$ cat config.mk
export PLATFORM = sky130hd
export DESIGN_NAME = greedy_variant_selector
export DESIGN_NICKNAME = d
export VERILOG_FILES = /design/src/design/gvs_pkg.sv /design/src/design/greedy_variant_selector.sv /design/src/design/gvs_datapath.sv /design/src/design/gvs_ctrl.sv
export SDC_FILE = /design/constraint.sdc
export NUM_CORES = 2
export LEC_CHECK = 0
export CORE_ASPECT_RATIO = 2
export CORE_MARGIN = 2
export CORE_UTILIZATION = 30
export CTS_CLUSTER_DIAMETER = 120
export DETAILED_ROUTE_END_ITERATION = 12
export DONT_BUFFER_PORTS = 1
export HOLD_SLACK_MARGIN = 0.03
export PLACE_DENSITY_LB_ADDON = 0.12
export SKIP_CTS_REPAIR_TIMING = 1
export SYNTH_ARGS = -nofsm -noshare
export SYNTH_HDL_FRONTEND = slang
export SYNTH_HIERARCHICAL = 1
export SYNTH_SLANG_ARGS = --single-unit
$ cat constraint.sdc
create_clock -name clk_i -period 7.4 [get_ports clk_i]
set_input_delay 1.48 -clock clk_i [delete_from_list [all_inputs] [get_ports clk_i]]
set_output_delay 1.48 -clock clk_i [all_outputs]
set_load 0.05 [all_outputs]
$ cat src/design/gvs_pkg.sv
// Package: types, constants and helpers for the greedy variant selector.
package gvs_pkg;

  localparam int unsigned PoolMaxDefault      = 16;
  localparam int unsigned CostFracBitsDefault = 16;
  localparam int unsigned CfgIdxW             = 3;
  localparam int unsigned CfgDataW            = 24;

  typedef enum logic [CfgIdxW-1:0] {
    CFG_POOL_SIZE      = 3'd0,
    CFG_SKIP_LENGTH    = 3'd1,
    CFG_EXPLORE_LENGTH = 3'd2,
    CFG_EXPLORE_PERIOD = 3'd3,
    CFG_EXPLOIT_PERIOD = 3'd4,
    CFG_INITIAL_EXPL   = 3'd5
  } cfg_idx_e;

  typedef enum logic [1:0] {
    MODE_NONE    = 2'd0,
    MODE_INITIAL = 2'd1,
    MODE_RANDOM  = 2'd2,
    MODE_EXPLOIT = 2'd3
  } mode_e;

  typedef struct packed {
    logic        func;
    logic [47:0] runtime_total;
    logic [39:0] tuples_total;
    logic [15:0] random_value;
  } in_item_t;

  typedef struct packed {
    logic [3:0]  variant_index;
    logic [1:0]  decision_mode;
    logic        measure_started;
    logic        cost_valid;
    logic [47:0] measured_cost;
  } out_item_t;

  typedef struct packed {
    logic [4:0]  pool_size;
    logic [15:0] skip_length;
    logic [15:0] explore_length;
    logic [23:0] explore_period;
    logic [23:0] exploit_period;
    logic        initial_exploration;
  } cfg_t;

  // controller -> datapath commands
  typedef struct packed {
    logic load;      // latch input item, evaluate conditions
    logic div_start; // start cost division
    logic div_step;  // one restoring-division step
    logic mod_start; // start random modulo
    logic mod_step;
    logic scan_start;
    logic scan_step;
    logic commit;    // update state, build result
  } dp_cmd_t;

  // datapath -> controller status
  typedef struct packed {
    logic need_div;
    logic need_mod;
    logic need_scan;
    logic div_done;
    logic mod_done;
    logic scan_done;
  } dp_sts_t;

endpackage

$ cat src/design/greedy_variant_selector.sv
// Top level of the greedy variant selector.
// Usage:
//  - Input channel (in_valid_i/in_ready_o/in_item_i): one transfer per call
//    or finish query. Output channel returns exactly one result per item.
//  - Config port: cfg_we_i/cfg_idx_i/cfg_data_i, write while idle only.
// Processing: every item is loaded, evaluated and committed. Closing a
//  measurement adds one divider step per quotient bit (48+COST_FRAC_BITS,
//  64 by default); random exploration adds 16 modulo steps, exploitation
//  adds one scan step per variant in the pool.
// Flow: one item at a time; the next item is taken only after the result
//  of the last one has been transferred. The serial divider dominates.
// Reset: counters clear, table reads as zero through valid bits, registers
//  take their defaults. No clearing pass.
// Stall: the result sits in the output register; no new item is taken
//  until that result is transferred.
module greedy_variant_selector import gvs_pkg::*; #(
  parameter int unsigned COST_FRAC_BITS = CostFracBitsDefault
) (
  input  logic                clk_i,
  input  logic                rst_ni,
  input  logic                cfg_we_i,
  input  logic [CfgIdxW-1:0]  cfg_idx_i,
  input  logic [CfgDataW-1:0] cfg_data_i,
  input  logic                in_valid_i,
  output logic                in_ready_o,
  input  in_item_t            in_item_i,
  output logic                out_valid_o,
  input  logic                out_ready_i,
  output out_item_t           out_item_o
);
  dp_cmd_t   cmd;
  dp_sts_t   sts;
  out_item_t res;

  gvs_datapath #(.COST_FRAC_BITS(COST_FRAC_BITS)) u_dp (
    .clk_i, .rst_ni, .cfg_we_i, .cfg_idx_i, .cfg_data_i,
    .item_i(in_item_i), .cmd_i(cmd), .sts_o(sts), .result_o(res)
  );

  gvs_ctrl u_ctrl (
    .clk_i, .rst_ni, .in_valid_i, .in_ready_o, .out_valid_o, .out_ready_i,
    .sts_i(sts), .cmd_o(cmd), .result_i(res), .result_o(out_item_o)
  );
endmodule

$ cat src/design/gvs_datapath.sv
// Datapath: counters, snapshots, cost table, serial divider, modulo and table scan.
module gvs_datapath import gvs_pkg::*; #(
  parameter int unsigned COST_FRAC_BITS = CostFracBitsDefault
) (
  input  logic      clk_i,
  input  logic      rst_ni,
  input  logic      cfg_we_i,
  input  logic [CfgIdxW-1:0]  cfg_idx_i,
  input  logic [CfgDataW-1:0] cfg_data_i,
  input  in_item_t  item_i,
  input  dp_cmd_t   cmd_i,
  output dp_sts_t   sts_o,
  output out_item_t result_o
);
  localparam int unsigned POOL_MAX = PoolMaxDefault;
  localparam int unsigned IdxW  = $clog2(POOL_MAX);
  localparam int unsigned CntW  = $clog2(POOL_MAX + 1);
  localparam int unsigned NumW  = 48 + COST_FRAC_BITS;
  localparam int unsigned DStW  = $clog2(NumW + 1);

  cfg_t cfg_q;
  logic [31:0] call_q, next_dec_q, meas_start_q, next_exp_q;
  logic [3:0]  cur_q;
  logic        has_cur_q;
  logic [47:0] snap_rt_q;
  logic [39:0] snap_tu_q;
  logic [47:0] table_q [POOL_MAX];
  logic [POOL_MAX-1:0] tvalid_q;

  in_item_t    item_q;
  logic        finish_q, decide_q, initial_q, random_q;

  // effective pool size
  logic [CntW-1:0] pool;
  always_comb begin
    if (cfg_q.pool_size == 5'd0) pool = CntW'(1);
    else if ({27'd0, cfg_q.pool_size} > 32'(POOL_MAX)) pool = CntW'(POOL_MAX);
    else pool = CntW'(cfg_q.pool_size);
  end

  logic [16:0] win;
  logic [47:0] pool_win;
  logic [31:0] exp_start;
  assign win       = {1'b0, cfg_q.skip_length} + {1'b0, cfg_q.explore_length};
  assign pool_win  = 48'(22'(pool) * 22'(win));
  assign exp_start = cfg_q.initial_exploration ?
                     (pool_win[31:0] + {8'd0, cfg_q.explore_period}) : 32'd0;

  // config writes; next_explore_at follows them before the first call
  cfg_t cfg_d;
  always_comb begin
    cfg_d = cfg_q;
    if (cfg_we_i) begin
      case (cfg_idx_e'(cfg_idx_i))
        CFG_POOL_SIZE:      cfg_d.pool_size = cfg_data_i[4:0];
        CFG_SKIP_LENGTH:    cfg_d.skip_length = cfg_data_i[15:0];
        CFG_EXPLORE_LENGTH: cfg_d.explore_length = cfg_data_i[15:0];
        CFG_EXPLORE_PERIOD: cfg_d.explore_period = cfg_data_i;
        CFG_EXPLOIT_PERIOD: cfg_d.exploit_period = cfg_data_i;
        CFG_INITIAL_EXPL:   cfg_d.initial_exploration = cfg_data_i[0];
        default: ;
      endcase
    end
  end
  logic cfg_hit;
  assign cfg_hit = cfg_we_i && (cfg_idx_i <= CfgIdxW'(CFG_INITIAL_EXPL));
  logic cfg_pend_q; // registered config-write flag; triggers the explore start recompute

  always_ff @(posedge clk_i or negedge rst_ni) begin
    if (!rst_ni) begin
      cfg_q      <= '{5'd1, 16'd0, 16'd1, 24'd1000, 24'd1000, 1'b1};
      cfg_pend_q <= 1'b1;
    end else begin
      cfg_q      <= cfg_d;
      cfg_pend_q <= cfg_hit;
    end
  end

  // decision conditions, registered at load
  logic finish_d, decide_d;
  assign decide_d = !item_i.func && (call_q == next_dec_q);
  assign finish_d = has_cur_q && (item_i.func ? (call_q > meas_start_q) : decide_d);

  always_ff @(posedge clk_i) begin
    if (cmd_i.load) begin
      item_q    <= item_i;
      finish_q  <= finish_d;
      decide_q  <= decide_d;
      initial_q <= cfg_q.initial_exploration && (win != 17'd0) &&
                   ({16'd0, call_q} < pool_win);
      random_q  <= call_q >= next_exp_q;
    end
  end

  // cost divider: restoring, one bit per step
  logic [47:0] rd, rem_w;
  logic [39:0] td;
  logic [NumW-1:0] num_q, quo_q;
  logic [40:0] rem_q;
  logic [DStW-1:0] dcnt_q;
  logic [40:0] rem_sh, rem_sub;
  assign rd  = item_q.runtime_total - snap_rt_q;
  assign td  = item_q.tuples_total - snap_tu_q;
  assign rem_w = '0;
  assign rem_sh  = {rem_q[39:0], num_q[NumW-1]};
  assign rem_sub = rem_sh - {1'b0, td};
  always_ff @(posedge clk_i) begin
    if (cmd_i.div_start) begin
      num_q  <= NumW'(rd) << COST_FRAC_BITS;
      quo_q  <= '0;
      rem_q  <= '0;
      dcnt_q <= DStW'(NumW);
    end else if (cmd_i.div_step) begin
      num_q  <= num_q << 1;
      if (!rem_sub[40]) begin
        rem_q <= rem_sub;
        quo_q <= {quo_q[NumW-2:0], 1'b1};
      end else begin
        rem_q <= rem_sh;
        quo_q <= {quo_q[NumW-2:0], 1'b0};
      end
      dcnt_q <= dcnt_q - DStW'(1);
    end
  end
  // quotient at or above 2^48 saturates
  logic [47:0] cost;
  always_comb begin
    if (!finish_q || td == 40'd0) cost = rem_w;
    else if (|(quo_q >> 48)) cost = '1;
    else cost = quo_q[47:0];
  end

  // random modulo: repeated shift-subtract over 16 bits
  logic [15:0] mrem_q;
  logic [4:0]  mcnt_q;
  logic [15:0] mnum_q;
  logic [16:0] msh, msub;
  assign msh  = {mrem_q, mnum_q[15]};
  assign msub = msh - 17'(pool);
  always_ff @(posedge clk_i) begin
    if (cmd_i.mod_start) begin
      mnum_q <= item_q.random_value;
      mrem_q <= '0;
      mcnt_q <= 5'd16;
    end else if (cmd_i.mod_step) begin
      mnum_q <= mnum_q << 1;
      mrem_q <= msub[16] ? msh[15:0] : msub[15:0];
      mcnt_q <= mcnt_q - 5'd1;
    end
  end

  // table scan, one entry per cycle; the cost being closed on this item
  // stands in for the current variant's entry
  logic [CntW-1:0] sidx_q;
  logic [47:0]     best_q;
  logic            found_q;
  logic [IdxW-1:0] bidx_q;
  logic [47:0]     entry;
  always_comb begin
    if (finish_q && sidx_q[IdxW-1:0] == cur_q[IdxW-1:0]) entry = cost;
    else if (tvalid_q[sidx_q[IdxW-1:0]]) entry = table_q[sidx_q[IdxW-1:0]];
    else entry = 48'd0;
  end
  always_ff @(posedge clk_i) begin
    if (cmd_i.scan_start) begin
      sidx_q  <= '0;
      found_q <= 1'b0;
      best_q  <= '0;
      bidx_q  <= '0;
    end else if (cmd_i.scan_step) begin
      if (entry != 48'd0 && (!found_q || entry < best_q)) begin
        best_q  <= entry;
        found_q <= 1'b1;
        bidx_q  <= sidx_q[IdxW-1:0];
      end
      sidx_q <= sidx_q + CntW'(1);
    end
  end

  assign sts_o.need_div  = finish_q;
  assign sts_o.need_mod  = decide_q && !initial_q && random_q;
  assign sts_o.need_scan = decide_q && !initial_q && !random_q;
  assign sts_o.div_done  = dcnt_q == '0;
  assign sts_o.mod_done  = mcnt_q == 5'd0;
  assign sts_o.scan_done = sidx_q == pool;

  // initial round robin index: call / win, small (< POOL_MAX) so use a short search
  logic [3:0] rr_idx;
  always_comb begin
    rr_idx = '0;
    for (int i = 1; i < 16; i++) begin
      if ({16'd0, call_q} >= 48'(i) * 48'(win)) rr_idx = 4'(i);
    end
  end

  // commit
  logic [3:0]  cur_d;
  logic [1:0]  mode;
  logic [31:0] base_dec, mstart_d;
  logic        started;
  always_comb begin
    cur_d    = cur_q;
    mode     = MODE_NONE;
    base_dec = 32'd0;
    if (decide_q) begin
      if (initial_q) begin
        cur_d = rr_idx; mode = MODE_INITIAL; base_dec = {16'd0, cfg_q.explore_length};
      end else if (random_q) begin
        cur_d = 4'(mrem_q); mode = MODE_RANDOM; base_dec = {16'd0, cfg_q.explore_length};
      end else begin
        if (found_q) cur_d = 4'(bidx_q);
        mode = MODE_EXPLOIT; base_dec = {8'd0, cfg_q.exploit_period};
      end
    end
    mstart_d = decide_q ? call_q + {16'd0, cfg_q.skip_length} : meas_start_q;
    started  = !item_q.func && (call_q == mstart_d);
  end

  always_ff @(posedge clk_i or negedge rst_ni) begin
    if (!rst_ni) begin
      call_q       <= '0;
      next_dec_q   <= '0;
      meas_start_q <= '0;
      next_exp_q   <= '0;
      cur_q        <= '0;
      has_cur_q    <= 1'b0;
      snap_rt_q    <= '0;
      snap_tu_q    <= '0;
      tvalid_q     <= '0;
    end else if (cmd_i.commit) begin
      if (finish_q) tvalid_q[cur_q[IdxW-1:0]] <= 1'b1;
      if (decide_q) begin
        cur_q        <= cur_d;
        has_cur_q    <= 1'b1;
        meas_start_q <= mstart_d;
        next_dec_q   <= base_dec + mstart_d;
        if (!initial_q && random_q) next_exp_q <= next_exp_q + {8'd0, cfg_q.explore_period};
      end
      if (started) begin
        snap_rt_q <= item_q.runtime_total;
        snap_tu_q <= item_q.tuples_total;
      end
      if (!item_q.func) call_q <= call_q + 32'd1;
    end else if (cfg_pend_q && call_q == 32'd0) begin
      next_exp_q <= exp_start;
    end
  end

  always_ff @(posedge clk_i) begin
    if (cmd_i.commit && finish_q) table_q[cur_q[IdxW-1:0]] <= cost;
  end

  assign result_o.variant_index   = cur_d;
  assign result_o.decision_mode   = mode;
  assign result_o.measure_started = started;
  assign result_o.cost_valid      = finish_q;
  assign result_o.measured_cost   = cost;
endmodule

$ cat src/design/gvs_ctrl.sv
// Controller: sequences load, divide, modulo, scan and commit for one item.
module gvs_ctrl import gvs_pkg::*; (
  input  logic      clk_i,
  input  logic      rst_ni,
  input  logic      in_valid_i,
  output logic      in_ready_o,
  output logic      out_valid_o,
  input  logic      out_ready_i,
  input  dp_sts_t   sts_i,
  output dp_cmd_t   cmd_o,
  input  out_item_t result_i,
  output out_item_t result_o
);
  typedef enum logic [6:0] {
    S_IDLE  = 7'b0000001,
    S_EVAL  = 7'b0000010,
    S_DIV   = 7'b0000100,
    S_MOD   = 7'b0001000,
    S_SCAN  = 7'b0010000,
    S_COMIT = 7'b0100000,
    S_HOLD  = 7'b1000000
  } state_e;

  state_e    state_q, state_d;
  logic      oval_q;
  out_item_t res_q;

  always_comb begin
    state_d = state_q;
    cmd_o   = '0;
    case (state_q)
      S_IDLE: if (in_valid_i && !oval_q) begin
        cmd_o.load = 1'b1; state_d = S_EVAL;
      end
      S_EVAL: begin
        cmd_o.div_start  = 1'b1;
        cmd_o.mod_start  = 1'b1;
        cmd_o.scan_start = 1'b1;
        state_d = S_DIV;
      end
      S_DIV: begin
        if (sts_i.need_div && !sts_i.div_done) cmd_o.div_step = 1'b1;
        else state_d = S_MOD;
      end
      S_MOD: begin
        if (sts_i.need_mod && !sts_i.mod_done) cmd_o.mod_step = 1'b1;
        else state_d = S_SCAN;
      end
      S_SCAN: begin
        if (sts_i.need_scan && !sts_i.scan_done) cmd_o.scan_step = 1'b1;
        else state_d = S_COMIT;
      end
      S_COMIT: begin
        cmd_o.commit = 1'b1; state_d = S_HOLD;
      end
      S_HOLD: state_d = S_IDLE;
      default: state_d = S_IDLE;
    endcase
  end

  assign in_ready_o = (state_q == S_IDLE) && !oval_q;

  always_ff @(posedge clk_i or negedge rst_ni) begin
    if (!rst_ni) begin
      state_q <= S_IDLE;
      oval_q  <= 1'b0;
    end else begin
      state_q <= state_d;
      if (cmd_o.commit) oval_q <= 1'b1;
      else if (out_ready_i) oval_q <= 1'b0;
    end
  end

  always_ff @(posedge clk_i) begin
    if (cmd_o.commit) res_q <= result_i;
  end

  assign out_valid_o = oval_q;
  assign result_o    = res_q;
endmodule

After elaboration in Yosys (flattened, before gate mapping)

Memories as Yosys holds them, arrays and structs flattened. A register that Yosys moved wholly into a read port is not among the register bits.
Index checks and enable logic that the tools add are counted.

Input bits: 137
Word-level logic and storage cells: 245
Bits in writable memories: 768
Output and inout port bits: 58
Flip-flop bits (word level): 751
Memories: 1

Mux-type cells: 69
Reduce and logical (&&, ||, !) cells: 59
Bitwise gates (word level): 3
Multipliers: 12
Order comparisons: 24
Eq/ne operators: 21
$add $sub $neg: 13

Memories:

| name         | words | bits a word | rd ports | clocked after Yosys merged registers in | wr ports | RTL line           | text |
|---|---|---|---|---|---|---|---|
| u_dp.table_q | 16    | 48          | 1        | 1                                       | 1        | gvs_datapath.sv:27 | `logic [47:0] table_q [POOL_MAX];` |

Operator list:

| cell                    | number |
|---|---|
| $mux W32                | 8 |
| $ge A32 B21 Y1          | 7 |
| $mux W48                | 4 |
| $ge A32 B20 Y1          | 4 |
| $mux W64                | 2 |
| $mul A4 B17 Y21 const A | 4 |
| $mul A3 B17 Y20 const A | 4 |
| $eq A32 B32 Y1          | 2 |
| $ge A32 B19 Y1          | 2 |
| $mul A2 B17 Y19 const A | 3 |
| $mux W4                 | 14 |
| $lt A48 B48 Y1          | 1 |
| $mux W16                | 3 |
| $reduce_bool A48 Y1     | 1 |
| $sub A48 B48 Y48        | 1 |
| $pmux W7 S6             | 1 |
| $sub A41 B40 Y41        | 1 |
| $logic_not A40 Y1       | 1 |
| $mux W40                | 1 |
| $sub A40 B40 Y40        | 1 |
| $add A32 B1 Y32 const B | 1 |
| $add A32 B16 Y32        | 1 |
| $add A32 B24 Y32        | 1 |
| $add A32 B32 Y32        | 1 |
| 53 further kinds        | 132 |

Longest topological paths before layout

Depth after elaboration: 19
Depth in mapped cells: 37
Gate-level depth less buffers: 37

Hierarchy

The synthesis kept the hierarchy.

Modules (own cells, without submodules):

| module       | cells each | area each (sq um) | times used |
|---|---|---|---|
| gvs_datapath | 7842       | 88678.8           | 1 |
| gvs_ctrl     | 108        | 2165.8            | 1 |

Least setup slack after synthesis

Ideal clock, no wire load.

Path type: register to register
Start point: register u_dp/cfg_q[49] (netlist name)
End point: register u_ctrl.res_q (netlist bit u_ctrl/result_o[55]) (data pin)
Setup time: 0.260 ns
Data arrival time: 7.823 ns
Required time: 7.140 ns
Path slack: -0.683 ns
Stages on the path, launching flop included: 35
Cells stage by stage: dfstp_2 > ha_1 > inv_1 > fa_1 > nor2b_4 > o21ai_0 > a21oi_1 > inv_1 > fa_1 > inv_1 > fa_1 > ha_1 > o21ai_0 > a21oi_1 > o21ai_0 > a21oi_1 > o21ai_0 > a21oi_1 > o31ai_1 > a2111oi_0 > o21a_1 > o21ai_0 > nor2b_1 > xnor2_1 > ha_1 > a21oi_1 > o22ai_1 > a211o_1 > a2111oi_0 > nand2_1 > inv_1 > nand2_1 > nor2_1 > a32oi_1 > mux2_2

RTL lines:

| what                     | RTL line           | text |
|---|---|---|
| start: declaration       | gvs_datapath.sv:21 | `cfg_t cfg_q;` |
| start signal: assignment | gvs_datapath.sv:71 | `cfg_q <= '{5'd1, 16'd0, 16'd1, 24'd1000, 24'd1000, 1'b1};` |
| start signal: assignment | gvs_datapath.sv:74 | `cfg_q <= cfg_d;` |
| end signal: assignment   | gvs_ctrl.sv:75     | `if (cmd_o.commit) res_q <= result_i;` |
| end: declaration         | gvs_ctrl.sv:26     | `out_item_t res_q;` |

Worst setup path in the final report

Start point: register u_dp/cfg_q[49] (netlist name)
End point: register u_dp.next_exp_q[22]

Cells in the longest elaborated chain, start to end: 6

RTL lines:

| what                   | RTL line            | text |
|---|---|---|
| $add A16 B16 Y17       | gvs_datapath.sv:44  | `assign win = {1'b0, cfg_q.skip_length} + {1'b0, cfg_q.explore_length};` |
| $mul A5 B17 Y22        | gvs_datapath.sv:45  | `assign pool_win = 48'(22'(pool) * 22'(win));` |
| $add A22 B24 Y25       | gvs_datapath.sv:47  | `(pool_win[31:0] + {8'd0, cfg_q.explore_period}) : 32'd0;` |
| $mux W32               | gvs_datapath.sv:46  | `assign exp_start = cfg_q.initial_exploration ?` |
| $mux W32               | gvs_datapath.sv:244 | `end else if (cfg_pend_q && call_q == 32'd0) begin` |
| $mux W32               | gvs_datapath.sv:230 | `end else if (cmd_i.commit) begin` |
| end signal: assignment | gvs_datapath.sv:237 | `if (!initial_q && random_q) next_exp_q <= next_exp_q + {8'd0, cfg_q.explore_period};` |
| end signal: assignment | gvs_datapath.sv:245 | `next_exp_q <= exp_start;` |
| end: declaration       | gvs_datapath.sv:22  | `logic [31:0] call_q, next_dec_q, meas_start_q, next_exp_q;` |

Every way passes these cells. The select of a mux whose other input is x is not followed.
A chain may end at the register's enable or synchronous reset.

==> qor.csv <==
stage,metric,value,unit
detailed_routing,drt_pass1_iterations,7,
worst_setup_path,max_stage_delay,0.55,ns
worst_setup_path,arrival,8.30,ns
sta,report.final.slew_viol_count,0,
clock_network,cts_tree,done,
sta,rsz0062_at_grt,yes,
flow_run,maxCapViolCount,1,
clock_network,clockRootBuffer,clkbuf_16,
sta,setup_viol,6,
detailed_routing,drt_iter0_markers,3449,
synth,syn_area,90800,um^2
global_routing,antenna_found_initial,33,
worst_setup_path,cp_common_cell,fa_1,
global_routing,grt_pass1_vias,69300,
final_layout,nets,9674,
outcome,status,"complete, but fails checks",
clock_network,path_clk_slew,0.07,ns
worst_setup_path,critPathLaunchType,flop,
worst_setup_path,crit_type,flop to flop,
synth,synth_enable_flop_cells,997,
worst_setup_path,cp-end-kind,flop,
outcome,violations,"max-capacitance violations, negative setup slack",
placement,gp_congestion,0.933,
synth,ys_seq_area_frac,0.464,
sta,slew_headroom,0.0149,
floorplanning,die_area,307000,um^2
floorplanning,start_util,0.301,
sta,fin_tns_setup,-0.486,ns
final_layout,syn2layout_area_growth,19.1,%
floorplanning,boundaryPins,195,
synth,ys_warn_count,6,
hold_path,hp-class,input pin to asynchronous set/reset pin,
global_routing,grt_pass1_wl,483000,um
clock_network,cts_max_level,4,
detailed_routing,routedWlPerCell,26.6,um
sta,fin_skew,0.0678,ns
worst_setup_path,cpMaxStageDelayCell,dfstp_2,
synth,synth_nets,9017,
detailed_routing,avgViaCountPerCell,5.15,
final_layout,drive_gt1_frac,0.209,
worst_setup_path,cp_data_required_time,8.09,ns
detailed_routing,ant_nets,0,
sta,hold_viol,0,
sta,tightest_slew,1.46,ns
floorplanning,core-area,301000,um^2
worst_setup_path,crit_fanout,4,
final_layout,layout_commonest_cell,edfxtp_1,
sta,post-route-period-util,1.03,
synth,ys_types,111,
clock_network,cts_buffers,165,
clock_network,clock_sinks,1523,
global_routing,grt_max_degree,333,
final_layout,layout_common_cells,"edfxtp_1, ha_1, buf_4, inv_1, nor2_1",
sta,layout_setup_ws,-0.201,ns
worst_setup_path,rr_worst_depth,35,
detailed_routing,vias,65700,
floorplanning,die_w,393,um
global_routing,grt_usage,0.217,
detailed_routing,wl,339000,um
worst_setup_path,ff2ff_setup_slack,-0.20,ns
synth,ys_async_sr_fraction,0.218,
detailed_routing,drc,0,
synth,ys_ff_latch,1523,
clock_network,cts_buffer_depth,4,
placement,dp_hpwl,251000,um
synth,synth_cells,7950,
synth,synth_area_per_cell,11.4,um^2
sta,period_needed,7.60,ns
synth,ys.flop_type,edfxtp_1,
clock_network,clkLatencyLatePin,0.87,ns
global_routing,grt-ovfl-total,0,
placement,numPortBuffers,0,
sta,fmax,0.132,GHz
floorplanning,rows,285,
floorplanning,die_y,782,um
placement,pre_cts_ws,-0.980,ns
==> kinds of logic after synthesis <==
logic type                 Yosys count  share of synthesized area
and+or+nand+nor                   1966                      0.105
AOI/OAI and AO/OA                 1636                      0.116
DFF                               1523                      0.464
adders and majority gates          937                      0.139
buffers and inverters              849                     0.0364
muxes                              577                     0.0941
xor gates and xnor gates           462                     0.0445
==> critical path: cells and delay by family (launching register included) <==
kind | cells | cell delay, ns
AO/OA/AOI/OAI | 12 | 1.99
AND/OR/NAND/NOR | 8 | 1.34
adder cells (fa/ha/maj) | 7 | 2.60
buffers and inverters | 5 | 0.59
flip-flops | 1 | 0.55
XOR/XNOR | 3 | 0.39
==> flip-flops by register name (all words and copies together) (netlist names), 40 cells and up, named ones only <==
signal / count
u_ctrl/result_o: 56
u_dp/best_q: 48
u_dp/cfg_q: 86
u_dp/item_q: 105
u_dp/num_q: 48
u_dp/quo_q: 64
u_dp/rem_q: 40
u_dp/snap_rt_q: 48
u_dp/snap_tu_q: 40
u_dp/table_q: 768
==> cells in the mapped netlist (all sizes together) (16+ instances only) <==
cell,instances,area share
dfstp,17,0.0049
o21bai,42,0.0035
nand2b,97,0.0067
a311oi,42,0.0041
dfrtp,315,0.087
a221oi,27,0.0027
a2111oi,20,0.0021
or2,40,0.0028
nor4,61,0.0045
o31ai,72,0.0059
fa,126,0.028
xnor2,309,0.030
nand2,491,0.020
a31oi,38,0.0026
nor2b,142,0.0099
a21oi,511,0.028
mux4,197,0.049
nor2,530,0.022
o21a,80,0.0066
and2,28,0.0019
or3,35,0.0025
a21boi,22,0.0018
edfxtp,997,0.33
a21o,174,0.014
xor2,153,0.015
nand3,128,0.0071
ha,804,0.11
dfxtp,194,0.043
mux2,248,0.031
and3,53,0.0036
and4,19,0.0018
o311ai,16,0.0016
o211ai,28,0.0024
mux2i,132,0.015
o2111ai,20,0.0019
buf,83,0.0046
a211oi,104,0.0086
o21ai,315,0.017
nor3,194,0.011
inv,530,0.022
a211o,16,0.0015
clkbuf,232,0.0096
nand4,95,0.0065
==> layout make-up <==
class                   instances  area [um^2]
multi-input cells            5578        46900
diodes                         22         55.1
inverters                     534         2020
flip-flops and latches       1523        42200
fillers                     29800       193000
well taps                    4018         5030
repair buffers                805         6650
clock inverters                79          933
clock buffers                 212         4480
==> per-layer routing <==
metal,wire [um],part of all wire,vias up,GRT usage
met5,29,0.000085,-,0
met4,23500,0.069,4,0.126
met1,114000,0.34,33100,0.209
met3,11100,0.033,675,0.0249
li1,-,-,30700,-
met2,191000,0.56,1283,0.433
==> path summary, 6_finish.rpt <==
kind	start	endpoint
worst max-delay path	u_dp/cfg_q[49]$_DFFE_PN1P_	u_dp/next_exp_q[22]$_DFFE_PN0P_
max in group asynchronous	rst_ni	u_dp/snap_rt_q[45]$_DFFE_PN0P_
worst min register to register	u_dp/tvalid_q[14]$_DFFE_PN0P_	u_dp/tvalid_q[14]$_DFFE_PN0P_
worst max register to register	u_dp/cfg_q[49]$_DFFE_PN1P_	u_dp/next_exp_q[22]$_DFFE_PN0P_
worst min-delay path	rst_ni	u_dp/meas_start_q[22]$_DFFE_PN0P_
min in group clk_i	u_dp/tvalid_q[14]$_DFFE_PN0P_	u_dp/tvalid_q[14]$_DFFE_PN0P_
==> metrics by stage <==
| stage | hold slack, ns | utilization | cells | cell area (um^2) |
|---|---|---|---|---|
| 6_report | 0.355 | 0.359 | 12800 | 108000 |
| 5_1_grt | 0.310 | 0.359 | 12800 | 108000 |
| 4_1_cts | 0.303 | 0.354 | 12700 | 107000 |
| 3_5_place_dp | 0.454 | 0.336 | 12400 | 101000 |
| 3_3_place_gp | 0.446 | 0.336 | 12400 | 101000 |
| 2_1_floorplan | 0.434 | - | 7950 | 91000 |
Power is not shown: default switching activity piles up to over one toggle a cycle in this logic, so the estimate is an artifact.
